## config.mk

```make
export PLATFORM = sky130hd
export DESIGN_NAME = quadrature_nco_table_generator
export DESIGN_NICKNAME = d
export VERILOG_FILES = /design/src/rtl/qnco_pkg.sv /design/src/rtl/qnco_ctrl.sv /design/src/rtl/qnco_dpath.sv /design/src/rtl/quadrature_nco_table_generator.sv
export SDC_FILE = /design/constraint.sdc
export NUM_CORES = 2
export LEC_CHECK = 0
export BUFFER_PORTS_ARGS = -buffer_cell sky130_fd_sc_hd__buf_2
export CAP_MARGIN = 20
export CORE_ASPECT_RATIO = 0.6
export CORE_MARGIN = 1
export CORE_UTILIZATION = 66
export DETAILED_ROUTE_END_ITERATION = 12
export PLACE_DENSITY = 0.87
export SLEW_MARGIN = 0
export SYNTH_ARGS = -nofsm -noshare
export SYNTH_HDL_FRONTEND = slang
export SYNTH_HIERARCHICAL = 1
export SYNTH_SLANG_ARGS = --single-unit
```

## constraint.sdc

```tcl
create_clock -name clock -period 18.68 [get_ports clock]
set_clock_uncertainty 0.15 [all_clocks]
set_input_delay 3.736 -clock clock [delete_from_list [all_inputs] [get_ports clock]]
set_output_delay 3.736 -clock clock [all_outputs]
set_load 0.1 [all_outputs]
```

## src/rtl/qnco_pkg.sv

```systemverilog
// Shared types, constants and arithmetic helpers of the quadrature NCO table generator.
`default_nettype none

package qnco_pkg;

   // Default widths of the phase accumulator and the sample counter.
   localparam int QNCO_PHASE_BITS = 32;
   localparam int QNCO_COUNT_BITS = 16;

   // Fixed-point widths: working values, saturated magnitudes and full products.
   localparam int VAL_W  = 42;
   localparam int MAG_W  = 40;
   localparam int HALF_W = 20;
   localparam int PROD_W = 80;

   // Configuration port geometry and register indexes.
   localparam int   CSR_ADDR_W           = 3;
   localparam logic CSR_IDX_PHASE_STEP   = 1'b0;
   localparam logic CSR_IDX_TABLE_LENGTH = 1'b1;

   // Arithmetic constants.
   localparam logic [MAG_W-1:0]        PI_Q30    = 40'd3373259426;
   localparam logic [MAG_W-1:0]        MAG_MAX   = {MAG_W{1'b1}};
   localparam logic signed [VAL_W-1:0] ONE_Q30   = 42'sd1073741824;
   localparam logic [PROD_W-1:0]       ROUND_Q30 = 80'h2000_0000;
   localparam logic [PROD_W-1:0]       ROUND_Q31 = 80'h4000_0000;
   localparam int                      ROUND_Q14 = 32768;
   localparam int                      Q14_LIMIT = 16384;

   // Horner term indexes at which each polynomial closes with the constant one.
   localparam logic [2:0] COS_LAST = 3'd6;
   localparam logic [2:0] SIN_LAST = 3'd4;

   // Polynomial coefficients in Q2.30, highest degree first.
   localparam logic signed [VAL_W-1:0] COS_COEF [0:6] = '{
      42'sd0, 42'sd2, -42'sd296, 42'sd26631, -42'sd1491308, 42'sd44739244,
      -42'sd536870912
   };
   localparam logic signed [VAL_W-1:0] SIN_COEF [0:4] = '{
      -42'sd27, 42'sd2959, -42'sd213044, 42'sd8947849, -42'sd178956971
   };

   // Controller states.
   typedef enum logic [2:0] {
      ST_IDLE,
      ST_LO,
      ST_HI,
      ST_WB,
      ST_DONE
   } state_type;

   // Products evaluated on the shared multiplier.
   typedef enum logic [2:0] {
      OP_X,
      OP_Z,
      OP_COS,
      OP_SIN,
      OP_SINX
   } op_type;

   // Phase of one multiply: low half, high half, round and write back.
   typedef enum logic [1:0] {
      MPH_NONE,
      MPH_LO,
      MPH_HI,
      MPH_WB
   } mul_phase_type;

   // Commands from the controller to the datapath.
   typedef struct packed {
      logic          load_item;
      logic          out_load;
      mul_phase_type phase;
      op_type        op;
      logic [2:0]    term;
   } qnco_cmd_type;

   // Status from the datapath to the controller.
   typedef struct packed {
      logic out_ready;
   } qnco_status_type;

   // Magnitude of a working value, saturated to the multiplier operand range.
   function automatic logic [MAG_W-1:0] mag_sat(input logic signed [VAL_W-1:0] v);
      logic [VAL_W-1:0] m;
      m = v[VAL_W-1] ? VAL_W'(-v) : VAL_W'(v);
      return (m > VAL_W'(MAG_MAX)) ? MAG_MAX : m[MAG_W-1:0];
   endfunction

   // Constant added after a product: next coefficient, or one to close a polynomial.
   function automatic logic signed [VAL_W-1:0] coef_addend(input op_type op,
                                                          input logic [2:0] term);
      logic signed [VAL_W-1:0] c;
      case (op)
         OP_COS:  c = (term < COS_LAST) ? COS_COEF[3'(term + 3'd1)] : ONE_Q30;
         OP_SIN:  c = (term < SIN_LAST) ? SIN_COEF[3'(term + 3'd1)] : ONE_Q30;
         default: c = '0;
      endcase
      return c;
   endfunction

   // Q2.30 to Q2.14 with rounding half away from zero, saturation and optional negation.
   function automatic logic [15:0] to_q14(input logic signed [VAL_W-1:0] v,
                                          input logic negate);
      logic [VAL_W-1:0]  m;
      logic [VAL_W:0]    sum;
      logic [VAL_W-16:0] q;
      logic [15:0]       qc;
      logic [15:0]       r;
      m   = v[VAL_W-1] ? VAL_W'(-v) : VAL_W'(v);
      sum = {1'b0, m} + (VAL_W+1)'(ROUND_Q14);
      q   = sum[VAL_W:16];
      qc  = (q > (VAL_W-15)'(Q14_LIMIT)) ? 16'(Q14_LIMIT) : 16'(q);
      r   = v[VAL_W-1] ? (16'd0 - qc) : qc;
      return negate ? (16'd0 - r) : r;
   endfunction

endpackage

`default_nettype wire

```

## src/rtl/qnco_ctrl.sv

```systemverilog
// Controller state machine that sequences the shared multiplier through each sample.
`default_nettype none

module qnco_ctrl
   import qnco_pkg::*;
(
   input  wire logic            clock,
   input  wire logic            reset,
   input  wire logic            req_tvalid,
   output logic                 req_tready,
   input  wire qnco_status_type status,
   output qnco_cmd_type         cmd
);

   state_type  state_ff, state_in;
   op_type     op_ff, op_in;
   logic [2:0] term_ff, term_in;

   // State, operation and term registers.
   always_ff @(posedge clock) begin
      if (reset) begin
         state_ff <= ST_IDLE;
         op_ff    <= OP_X;
         term_ff  <= 3'd0;
      end else begin
         state_ff <= state_in;
         op_ff    <= op_in;
         term_ff  <= term_in;
      end
   end

   // Next state: each product passes through a low, a high and a write-back state.
   always_comb begin
      state_in = state_ff;
      op_in    = op_ff;
      term_in  = term_ff;
      case (state_ff)
         ST_IDLE: begin
            if (req_tvalid) begin
               state_in = ST_LO;
               op_in    = OP_X;
               term_in  = 3'd0;
            end
         end
         ST_LO: state_in = ST_HI;
         ST_HI: state_in = ST_WB;
         ST_WB: begin
            state_in = ST_LO;
            case (op_ff)
               OP_X: begin
                  op_in   = OP_Z;
                  term_in = 3'd0;
               end
               OP_Z: begin
                  op_in   = OP_COS;
                  term_in = 3'd0;
               end
               OP_COS: begin
                  if (term_ff == COS_LAST) begin
                     op_in   = OP_SIN;
                     term_in = 3'd0;
                  end else begin
                     term_in = term_ff + 3'd1;
                  end
               end
               OP_SIN: begin
                  if (term_ff == SIN_LAST) begin
                     op_in   = OP_SINX;
                     term_in = 3'd0;
                  end else begin
                     term_in = term_ff + 3'd1;
                  end
               end
               OP_SINX: state_in = ST_DONE;
               default: state_in = ST_IDLE;
            endcase
         end
         ST_DONE: begin
            if (status.out_ready) begin
               state_in = ST_IDLE;
            end
         end
         default: state_in = ST_IDLE;
      endcase
   end

   // Outputs: handshake and datapath commands.
   always_comb begin
      req_tready    = 1'b0;
      cmd.load_item = 1'b0;
      cmd.out_load  = 1'b0;
      cmd.phase     = MPH_NONE;
      cmd.op        = op_ff;
      cmd.term      = term_ff;
      case (state_ff)
         ST_IDLE: begin
            req_tready    = 1'b1;
            cmd.load_item = req_tvalid;
         end
         ST_LO:   cmd.phase = MPH_LO;
         ST_HI:   cmd.phase = MPH_HI;
         ST_WB:   cmd.phase = MPH_WB;
         ST_DONE: cmd.out_load = status.out_ready;
         default: cmd.phase = MPH_NONE;
      endcase
   end

`ifndef SYNTHESIS
   // An accepted transaction always starts with the phase-to-radians product.
   a_start_x : assert property (@(posedge clock) disable iff (reset)
      (req_tvalid && req_tready) |=> (state_ff == ST_LO && op_ff == OP_X))
      else $error("accepted transaction did not start the radians product");

   // The final sine product hands over to result delivery.
   a_sinx_done : assert property (@(posedge clock) disable iff (reset)
      (state_ff == ST_WB && op_ff == OP_SINX) |=> (state_ff == ST_DONE))
      else $error("sine product did not lead to result delivery");

   // Horner term counters stay within their polynomial.
   a_term_range : assert property (@(posedge clock) disable iff (reset)
      !(op_ff == OP_COS && term_ff > COS_LAST) && !(op_ff == OP_SIN && term_ff > SIN_LAST))
      else $error("Horner term index out of range");
`endif

endmodule

`default_nettype wire

```

## src/rtl/qnco_dpath.sv

```systemverilog
// Datapath: phase accumulator, sample counter, shared multiplier, Horner registers and output.
`default_nettype none

module qnco_dpath
   import qnco_pkg::*;
#(
   parameter int PHASE_BITS = QNCO_PHASE_BITS,
   parameter int COUNT_BITS = QNCO_COUNT_BITS
) (
   input  wire logic                  clock,
   input  wire logic                  reset,
   input  wire qnco_cmd_type          cmd,
   output qnco_status_type            status,
   input  wire logic                  req_restart,
   input  wire logic [PHASE_BITS-1:0] phase_step,
   input  wire logic [15:0]           table_length,
   output logic                       rsp_tvalid,
   input  wire logic                  rsp_tready,
   output logic [47:0]                rsp_tdata,
   output logic                       rsp_tlast
);

   localparam logic [PHASE_BITS-1:0] PHASE_RESET = {1'b1, {(PHASE_BITS-1){1'b0}}};
   localparam int CMP_W = (COUNT_BITS > 16) ? COUNT_BITS : 16;

   // Phase and count state.
   logic [PHASE_BITS-1:0] phase_ff, phase_in, phase_cur;
   logic [COUNT_BITS-1:0] count_ff, count_in, count_cur;

   // Per-item registers.
   logic [30:0] r_ff;
   logic        odd_ff, neg_ff, last_ff;
   logic [15:0] idx_ff;

   // Folding of the current phase.
   logic [15:0] len_m1;
   logic        item_last;
   logic [31:0] p_word;
   logic [32:0] a_word;

   // Multiplier and working values.
   logic [MAG_W-1:0]        ua, ub;
   logic [HALF_W-1:0]       mul_b;
   logic [MAG_W+HALF_W-1:0] mprod;
   logic                    prod_neg, rnd_q31;
   logic [PROD_W-1:0]       prod_ff, prod_in, rnd, shifted;
   logic signed [VAL_W-1:0] mres, wb_val;
   logic signed [VAL_W-1:0] x_ff, x_in, z_ff, z_in, acc_ff, acc_in, c_ff, c_in;
   logic                    wb;

   // Output register.
   logic        rsp_valid_ff, rsp_valid_in;
   logic [47:0] rsp_data_ff, rsp_data_in;
   logic        rsp_last_ff, rsp_last_in;

   // Current phase after an optional restart, then its fold into [0, pi].
   always_comb begin
      phase_cur = req_restart ? PHASE_RESET : phase_ff;
      count_cur = req_restart ? '0 : count_ff;
      len_m1    = (table_length == 16'd0) ? 16'd0 : (table_length - 16'd1);
      item_last = (CMP_W'(count_cur) == CMP_W'(len_m1));
      p_word    = 32'(phase_cur) << (32 - PHASE_BITS);
      a_word    = p_word[31] ? (33'h1_0000_0000 - {1'b0, p_word}) : {1'b0, p_word};
      phase_in  = item_last ? PHASE_RESET : (phase_cur + phase_step);
      count_in  = item_last ? '0 : (count_cur + COUNT_BITS'(1));
   end

   // Phase accumulator and sample counter advance once per transaction.
   always_ff @(posedge clock) begin
      if (reset) begin
         phase_ff <= PHASE_RESET;
         count_ff <= '0;
      end else if (cmd.load_item) begin
         phase_ff <= phase_in;
         count_ff <= count_in;
      end
   end

   // Capture the folded phase and the sample position of the transaction.
   always_ff @(posedge clock) begin
      if (cmd.load_item) begin
         r_ff    <= a_word[30:0];
         odd_ff  <= a_word[31];
         neg_ff  <= p_word[31];
         idx_ff  <= 16'(count_cur);
         last_ff <= item_last;
      end
   end

   // Operand selection for the shared multiplier.
   always_comb begin
      ua       = '0;
      ub       = '0;
      prod_neg = 1'b0;
      rnd_q31  = 1'b0;
      case (cmd.op)
         OP_X: begin
            ua      = PI_Q30;
            ub      = MAG_W'(r_ff);
            rnd_q31 = 1'b1;
         end
         OP_Z: begin
            ua = mag_sat(x_ff);
            ub = mag_sat(x_ff);
         end
         OP_COS, OP_SIN: begin
            ua       = mag_sat(z_ff);
            ub       = mag_sat(acc_ff);
            prod_neg = z_ff[VAL_W-1] ^ acc_ff[VAL_W-1];
         end
         OP_SINX: begin
            ua       = mag_sat(x_ff);
            ub       = mag_sat(acc_ff);
            prod_neg = x_ff[VAL_W-1] ^ acc_ff[VAL_W-1];
         end
         default: prod_neg = 1'b0;
      endcase
   end

   // One 40x20 multiplier: low half of the second operand, then the high half.
   always_comb begin
      mul_b = (cmd.phase == MPH_HI) ? ub[MAG_W-1:HALF_W] : ub[HALF_W-1:0];
      mprod = ua * mul_b;
      case (cmd.phase)
         MPH_LO:  prod_in = PROD_W'(mprod);
         MPH_HI:  prod_in = prod_ff + {mprod, {HALF_W{1'b0}}};
         default: prod_in = prod_ff;
      endcase
   end

   always_ff @(posedge clock) begin
      prod_ff <= prod_in;
   end

   // Write back: round, apply the sign, add the next Horner constant.
   always_comb begin
      wb      = (cmd.phase == MPH_WB);
      rnd     = prod_ff + (rnd_q31 ? ROUND_Q31 : ROUND_Q30);
      shifted = rnd_q31 ? (rnd >> 31) : (rnd >> 30);
      mres    = signed'(shifted[VAL_W-1:0]);
      wb_val  = (prod_neg ? -mres : mres) + coef_addend(cmd.op, cmd.term);
      x_in    = x_ff;
      z_in    = z_ff;
      acc_in  = acc_ff;
      c_in    = c_ff;
      if (wb) begin
         case (cmd.op)
            OP_X: x_in = wb_val;
            OP_Z: begin
               z_in   = wb_val;
               acc_in = COS_COEF[0];
            end
            OP_COS: begin
               if (cmd.term == COS_LAST) begin
                  c_in   = wb_val;
                  acc_in = SIN_COEF[0];
               end else begin
                  acc_in = wb_val;
               end
            end
            OP_SIN, OP_SINX: acc_in = wb_val;
            default: acc_in = acc_ff;
         endcase
      end
   end

   always_ff @(posedge clock) begin
      x_ff   <= x_in;
      z_ff   <= z_in;
      acc_ff <= acc_in;
      c_ff   <= c_in;
   end

   // Output register holds a finished result until the transaction completes.
   always_comb begin
      status.out_ready = !rsp_valid_ff || rsp_tready;
      rsp_valid_in     = rsp_valid_ff && !rsp_tready;
      rsp_data_in      = rsp_data_ff;
      rsp_last_in      = rsp_last_ff;
      if (cmd.out_load) begin
         rsp_valid_in = 1'b1;
         rsp_data_in  = {idx_ff, to_q14(acc_ff, neg_ff ^ odd_ff), to_q14(c_ff, odd_ff)};
         rsp_last_in  = last_ff;
      end
   end

   always_ff @(posedge clock) begin
      if (reset) begin
         rsp_valid_ff <= 1'b0;
      end else begin
         rsp_valid_ff <= rsp_valid_in;
      end
      rsp_data_ff <= rsp_data_in;
      rsp_last_ff <= rsp_last_in;
   end

   assign rsp_tvalid = rsp_valid_ff;
   assign rsp_tdata  = rsp_data_ff;
   assign rsp_tlast  = rsp_last_ff;

`ifndef SYNTHESIS
   // A new result is never loaded over one that is still waiting.
   a_no_overwrite : assert property (@(posedge clock) disable iff (reset)
      cmd.out_load |-> status.out_ready)
      else $error("result register overwritten while stalled");

   // The phase in radians never exceeds pi.
   a_x_range : assert property (@(posedge clock) disable iff (reset)
      (cmd.phase == MPH_WB && cmd.op == OP_X) |=>
      (!x_ff[VAL_W-1] && x_ff[MAG_W-1:0] <= PI_Q30))
      else $error("folded phase exceeds pi");

   // The last sample of a table restarts phase and count.
   a_table_wrap : assert property (@(posedge clock) disable iff (reset)
      (cmd.load_item && item_last) |=> (phase_ff == PHASE_RESET && count_ff == '0))
      else $error("table end did not restart phase and count");
`endif

endmodule

`default_nettype wire

```

## src/rtl/quadrature_nco_table_generator.sv

```systemverilog
// Top level of the quadrature NCO table generator: register file and core instances.
//
//   Channel  Direction  Handshake            Contents
//   req_     in         tvalid/tready        tdata[0] restart
//   rsp_     out        tvalid/tready/tlast  tdata cos_value, sin_value, sample_index; tlast last
//   csr_     in/out     APB psel/penable     phase_step at 0x0, table_length at 0x4
//
// Each sample takes fifteen products on one shared 40x20 multiplier, each in a low
// half, a high half and a round and write back, then a load of the result register.
// A new request is accepted only after the last one has loaded its result. Reset is
// synchronous: phase goes to -pi, the count to zero, phase_step to 0 and table_length
// to 1. A stalled result holds in its output register while the next request is
// worked on; delivery waits for it to drain.
`default_nettype none

module quadrature_nco_table_generator
   import qnco_pkg::*;
#(
   parameter int PHASE_BITS = QNCO_PHASE_BITS,
   parameter int COUNT_BITS = QNCO_COUNT_BITS
) (
   input  wire logic                  clock,
   input  wire logic                  reset,
   input  wire logic                  req_tvalid,
   output logic                       req_tready,
   input  wire logic [7:0]            req_tdata,   // [0] restart, [7:1] zero
   output logic                       rsp_tvalid,
   input  wire logic                  rsp_tready,
   output logic [47:0]                rsp_tdata,   // [15:0] cos_value, [31:16] sin_value,
                                                   // [47:32] sample_index
   output logic                       rsp_tlast,
   input  wire logic                  csr_psel,
   input  wire logic                  csr_penable,
   input  wire logic                  csr_pwrite,
   input  wire logic [CSR_ADDR_W-1:0] csr_paddr,
   input  wire logic [31:0]           csr_pwdata,
   output logic [31:0]                csr_prdata,
   output logic                       csr_pready
);

   logic [31:0]     phase_step_ff;
   logic [15:0]     table_length_ff;
   logic            csr_write;
   qnco_cmd_type    cmd;
   qnco_status_type status;

   // Register writes complete in the access cycle of a write transaction.
   assign csr_pready = 1'b1;
   assign csr_write  = csr_psel && csr_penable && csr_pwrite && csr_pready;

   always_ff @(posedge clock) begin
      if (reset) begin
         phase_step_ff   <= 32'd0;
         table_length_ff <= 16'd1;
      end else if (csr_write) begin
         if (csr_paddr[2] == CSR_IDX_PHASE_STEP) begin
            phase_step_ff <= csr_pwdata;
         end else begin
            table_length_ff <= csr_pwdata[15:0];
         end
      end
   end

   // Register read back.
   always_comb begin
      case (csr_paddr[2])
         CSR_IDX_TABLE_LENGTH: csr_prdata = {16'd0, table_length_ff};
         default:              csr_prdata = phase_step_ff;
      endcase
   end

   qnco_ctrl u_ctrl (
      .clock      (clock),
      .reset      (reset),
      .req_tvalid (req_tvalid),
      .req_tready (req_tready),
      .status     (status),
      .cmd        (cmd)
   );

   qnco_dpath #(
      .PHASE_BITS (PHASE_BITS),
      .COUNT_BITS (COUNT_BITS)
   ) u_dpath (
      .clock        (clock),
      .reset        (reset),
      .cmd          (cmd),
      .status       (status),
      .req_restart  (req_tdata[0]),
      .phase_step   (phase_step_ff[31 -: PHASE_BITS]),
      .table_length (table_length_ff),
      .rsp_tvalid   (rsp_tvalid),
      .rsp_tready   (rsp_tready),
      .rsp_tdata    (rsp_tdata),
      .rsp_tlast    (rsp_tlast)
   );

endmodule

`default_nettype wire
```

==> impl_metrics.yaml <==
setup_path:
  rr_worst_depth: 51
  critPathSlowestCell: "a211oi_1"
  worstPathRequired_ns: 18.89
  path_class: "reg -> reg"
  r2r_setup_slack_ns: 2.44
  cp-end-kind: "flip-flop"
  critPathLaunchType: "flip-flop"
  worstPathMaxFanout: 24
  worst_r2r_endpoint: "u_dpath/prod_ff[69]"
  critPathArrivalTime_ns: 16.45
  critPathTopFamily: "compound AO/OA/AOI/OAI gates"
  path_buf_inv: 8
  max_stage_delay_ns: 0.71
  r2r-start: "u_dpath/x_ff[0]"
clock_tree:
  cts_root_buffer: "clkbuf_16"
  clock-sinks: 426
  path_clk_slew_ns: 0.07
  clkLatencyLatePin_ns: 0.61
  cts_tree: "yes"
  cts_resized: 0
  htree_levels: 2
  cts_setup_buffers: 0
  clk_path_buf_depth: 3
  holdBufCountCts: 0
  numCtsBuffers: 39
global_routing:
  grt_usage_pct: 43.0
  grt_max_degree: 110
  antenna_found_initial: 17
  grt_pass1_vias: 51800
  grt_pass1_wl_mm: 306
  overflow: 0
sta:
  fin_crit_ns: 16.24
  relSlewSlack_pct: 15.5
  slew_viol_final: 0
  hold_viol_final: 0
  tns_ns: 0
  max_freq_mhz: 61.6
  worst_slack_ns: 2.44
  worst_pin_slew_ns: 1.26
  setup_viol: 0
  rsz0062_at_grt: "no"
  timing.final.crit_share_pct: 87.0
placed_design:
  dp_hpwl_mm: 156
  io_buffers: 123
  place_worst_setup_slack_ns: 2.92
  gp_congestion: 1.04
  dp_cells: 8246
flow_run:
  maxCapViolations: 0
synthesis:
  synth_top_area_share_pct: 22.6
  synthFlopType: "edfxtp_1"
  synth-edff-count: 320
  async_flop_share_pct: 0
  synth_seq_cells: 426
  synth_fp_nets: 8203
  synth_top_cells_by_count: "nand2_1 (963), inv_1 (940), fa_1 (684)"
  yosys_warnings: 6
  ys_top_cells_by_area: "fa_1 (23%), edfxtp_1 (16%), ha_1 (6.8%), nand2_1 (6.0%), inv_1 (5.8%)"
  yosysTopAreaCell: "fa_1"
  postSynthAreaPerCell_um2: 8.48
  post-synth-top-count-cell: "nand2_1"
  yosys.cell_types.count: 122
  synth_cells: 7142
  syn-cell-area_mm2: 0.0606
  ys_seq_area_share_pct: 19.4
floorplanning:
  num_rows: 85
  dieArea_mm2: 0.0930
  pin_count: 134
  die_height_um: 237
  dieWidth_um: 393
  coreArea_mm2: 0.0903
  initial_core_util_pct: 67.1
routing:
  antenna_left: 0
  dr_total_vias: 54400
  wl_mm: 200
  first_iter_violations: 7960
  firstDrtPassIters: 6
  viasPerCell: 6.54
  wl_per_cell_um: 24.1
  drc: 0
final_layout:
  syn_to_final_growth_pct: 5.34
  final_nets: 8134
  drive_gt1_share_pct: 7.01
  fin_util_pct: 70.7
  final_cells: 8323
run_status:
  outcome: "finished, final reports clean"
worst_hold_path:
  hold_class: "reg -> reg"
  worstHoldEndpoint: "u_dpath/rsp_tdata[40]"
  hold_start: "u_dpath/idx_ff[8]"
  hold_depth: 0
-- area by class of cell --
cell class	count	area [um2]
clock inverter	25	323
inverter	943	3540
antenna	2	5.00
clock buffer	46	1030
sequential	426	11700
multi-input combinational	5409	44000
timing repair buffer	254	1680
tap	1218	1520
fill	6912	26500
-- routing by layer --
layer	track usage, %	part of all wire [%]	vias to the layer above
met1	64.1	40	26300
met2	56.6	39	3963
met3	18.2	18	477
li1	-	-	23600
met4	10.8	2.7	2
met5	1.04	0.066	-
-- metrics by stage --
step,hold WS [ns],cell area [um2]
floorplan,0.250,60600
global placement,0.253,62300
detailed placement,0.255,62400
CTS,0.271,63700
global route,0.279,63800
finish,0.270,63800
-- cells by family after synthesis --
kind of cell,after synthesis,synth area share (%)
compound gates,1323,14.5
mux,125,2.17
other cells,1,0.00619
fa+ha+maj,1023,29.6
buf+inv,1307,8.29
xor+xnor,474,6.89
flops,426,19.4
simple gates,2463,19.2
-- cells in the final DEF, fill, tap and decap left out, types with 14 or more instances in the layout --
cell type and count:
or4_1 36, nor2_1 568, o21a_1 42, buf_2 122, nor4_1 35, a22oi_1 32
or2_2 20, nand3_1 141, buf_4 126, dfxtp_1 105, nor3_1 112, a31o_2 20
clkbuf_16 40, nand3b_1 14, xnor2_1 275, o41ai_1 27, o21bai_1 32, mux2_2 51
a31oi_1 58, inv_1 939, nand2b_1 128, and2_1 122, and3_1 59, nand4_1 45
mux2i_1 74, edfxtp_1 320, nand2_1 963, o211ai_1 22, a211oi_1 58, o21ai_0 218
fa_1 684, o31ai_1 72, or3_1 45, a211o_1 19, a21oi_1 366, xor2_1 197
o22ai_1 25, ha_1 326, nor2b_1 81, a21o_1 134
-- worst max-delay path by stage --
stage	from	end	slack (ns)	cells after the start
floorplan	u_dpath/z_ff[5]	u_dpath/prod_ff[72]	5.73	52
global placement	u_dpath/x_ff[0]	u_dpath/prod_ff[69]	3.01	51
detailed placement	u_dpath/x_ff[0]	u_dpath/prod_ff[69]	2.92	53
global route	u_dpath/x_ff[0]	u_dpath/prod_ff[69]	1.53	53
CTS	u_dpath/x_ff[0]	u_dpath/prod_ff[69]	2.81	53
finish	u_dpath/x_ff[0]	u_dpath/prod_ff[69]	2.44	51
-- state kept, by name (all words and copies together), names as in the netlist, 31 cells and up --
signal,count
phase_step_ff,32
u_dpath/acc_ff,42
u_dpath/c_ff,42
u_dpath/phase_ff,32
u_dpath/prod_ff,53
u_dpath/r_ff,31
u_dpath/rsp_tdata,48
u_dpath/x_ff,42
u_dpath/z_ff,42
Power is not shown: default switching activity piles up to over one toggle a cycle in this logic, so the estimate is an artifact.
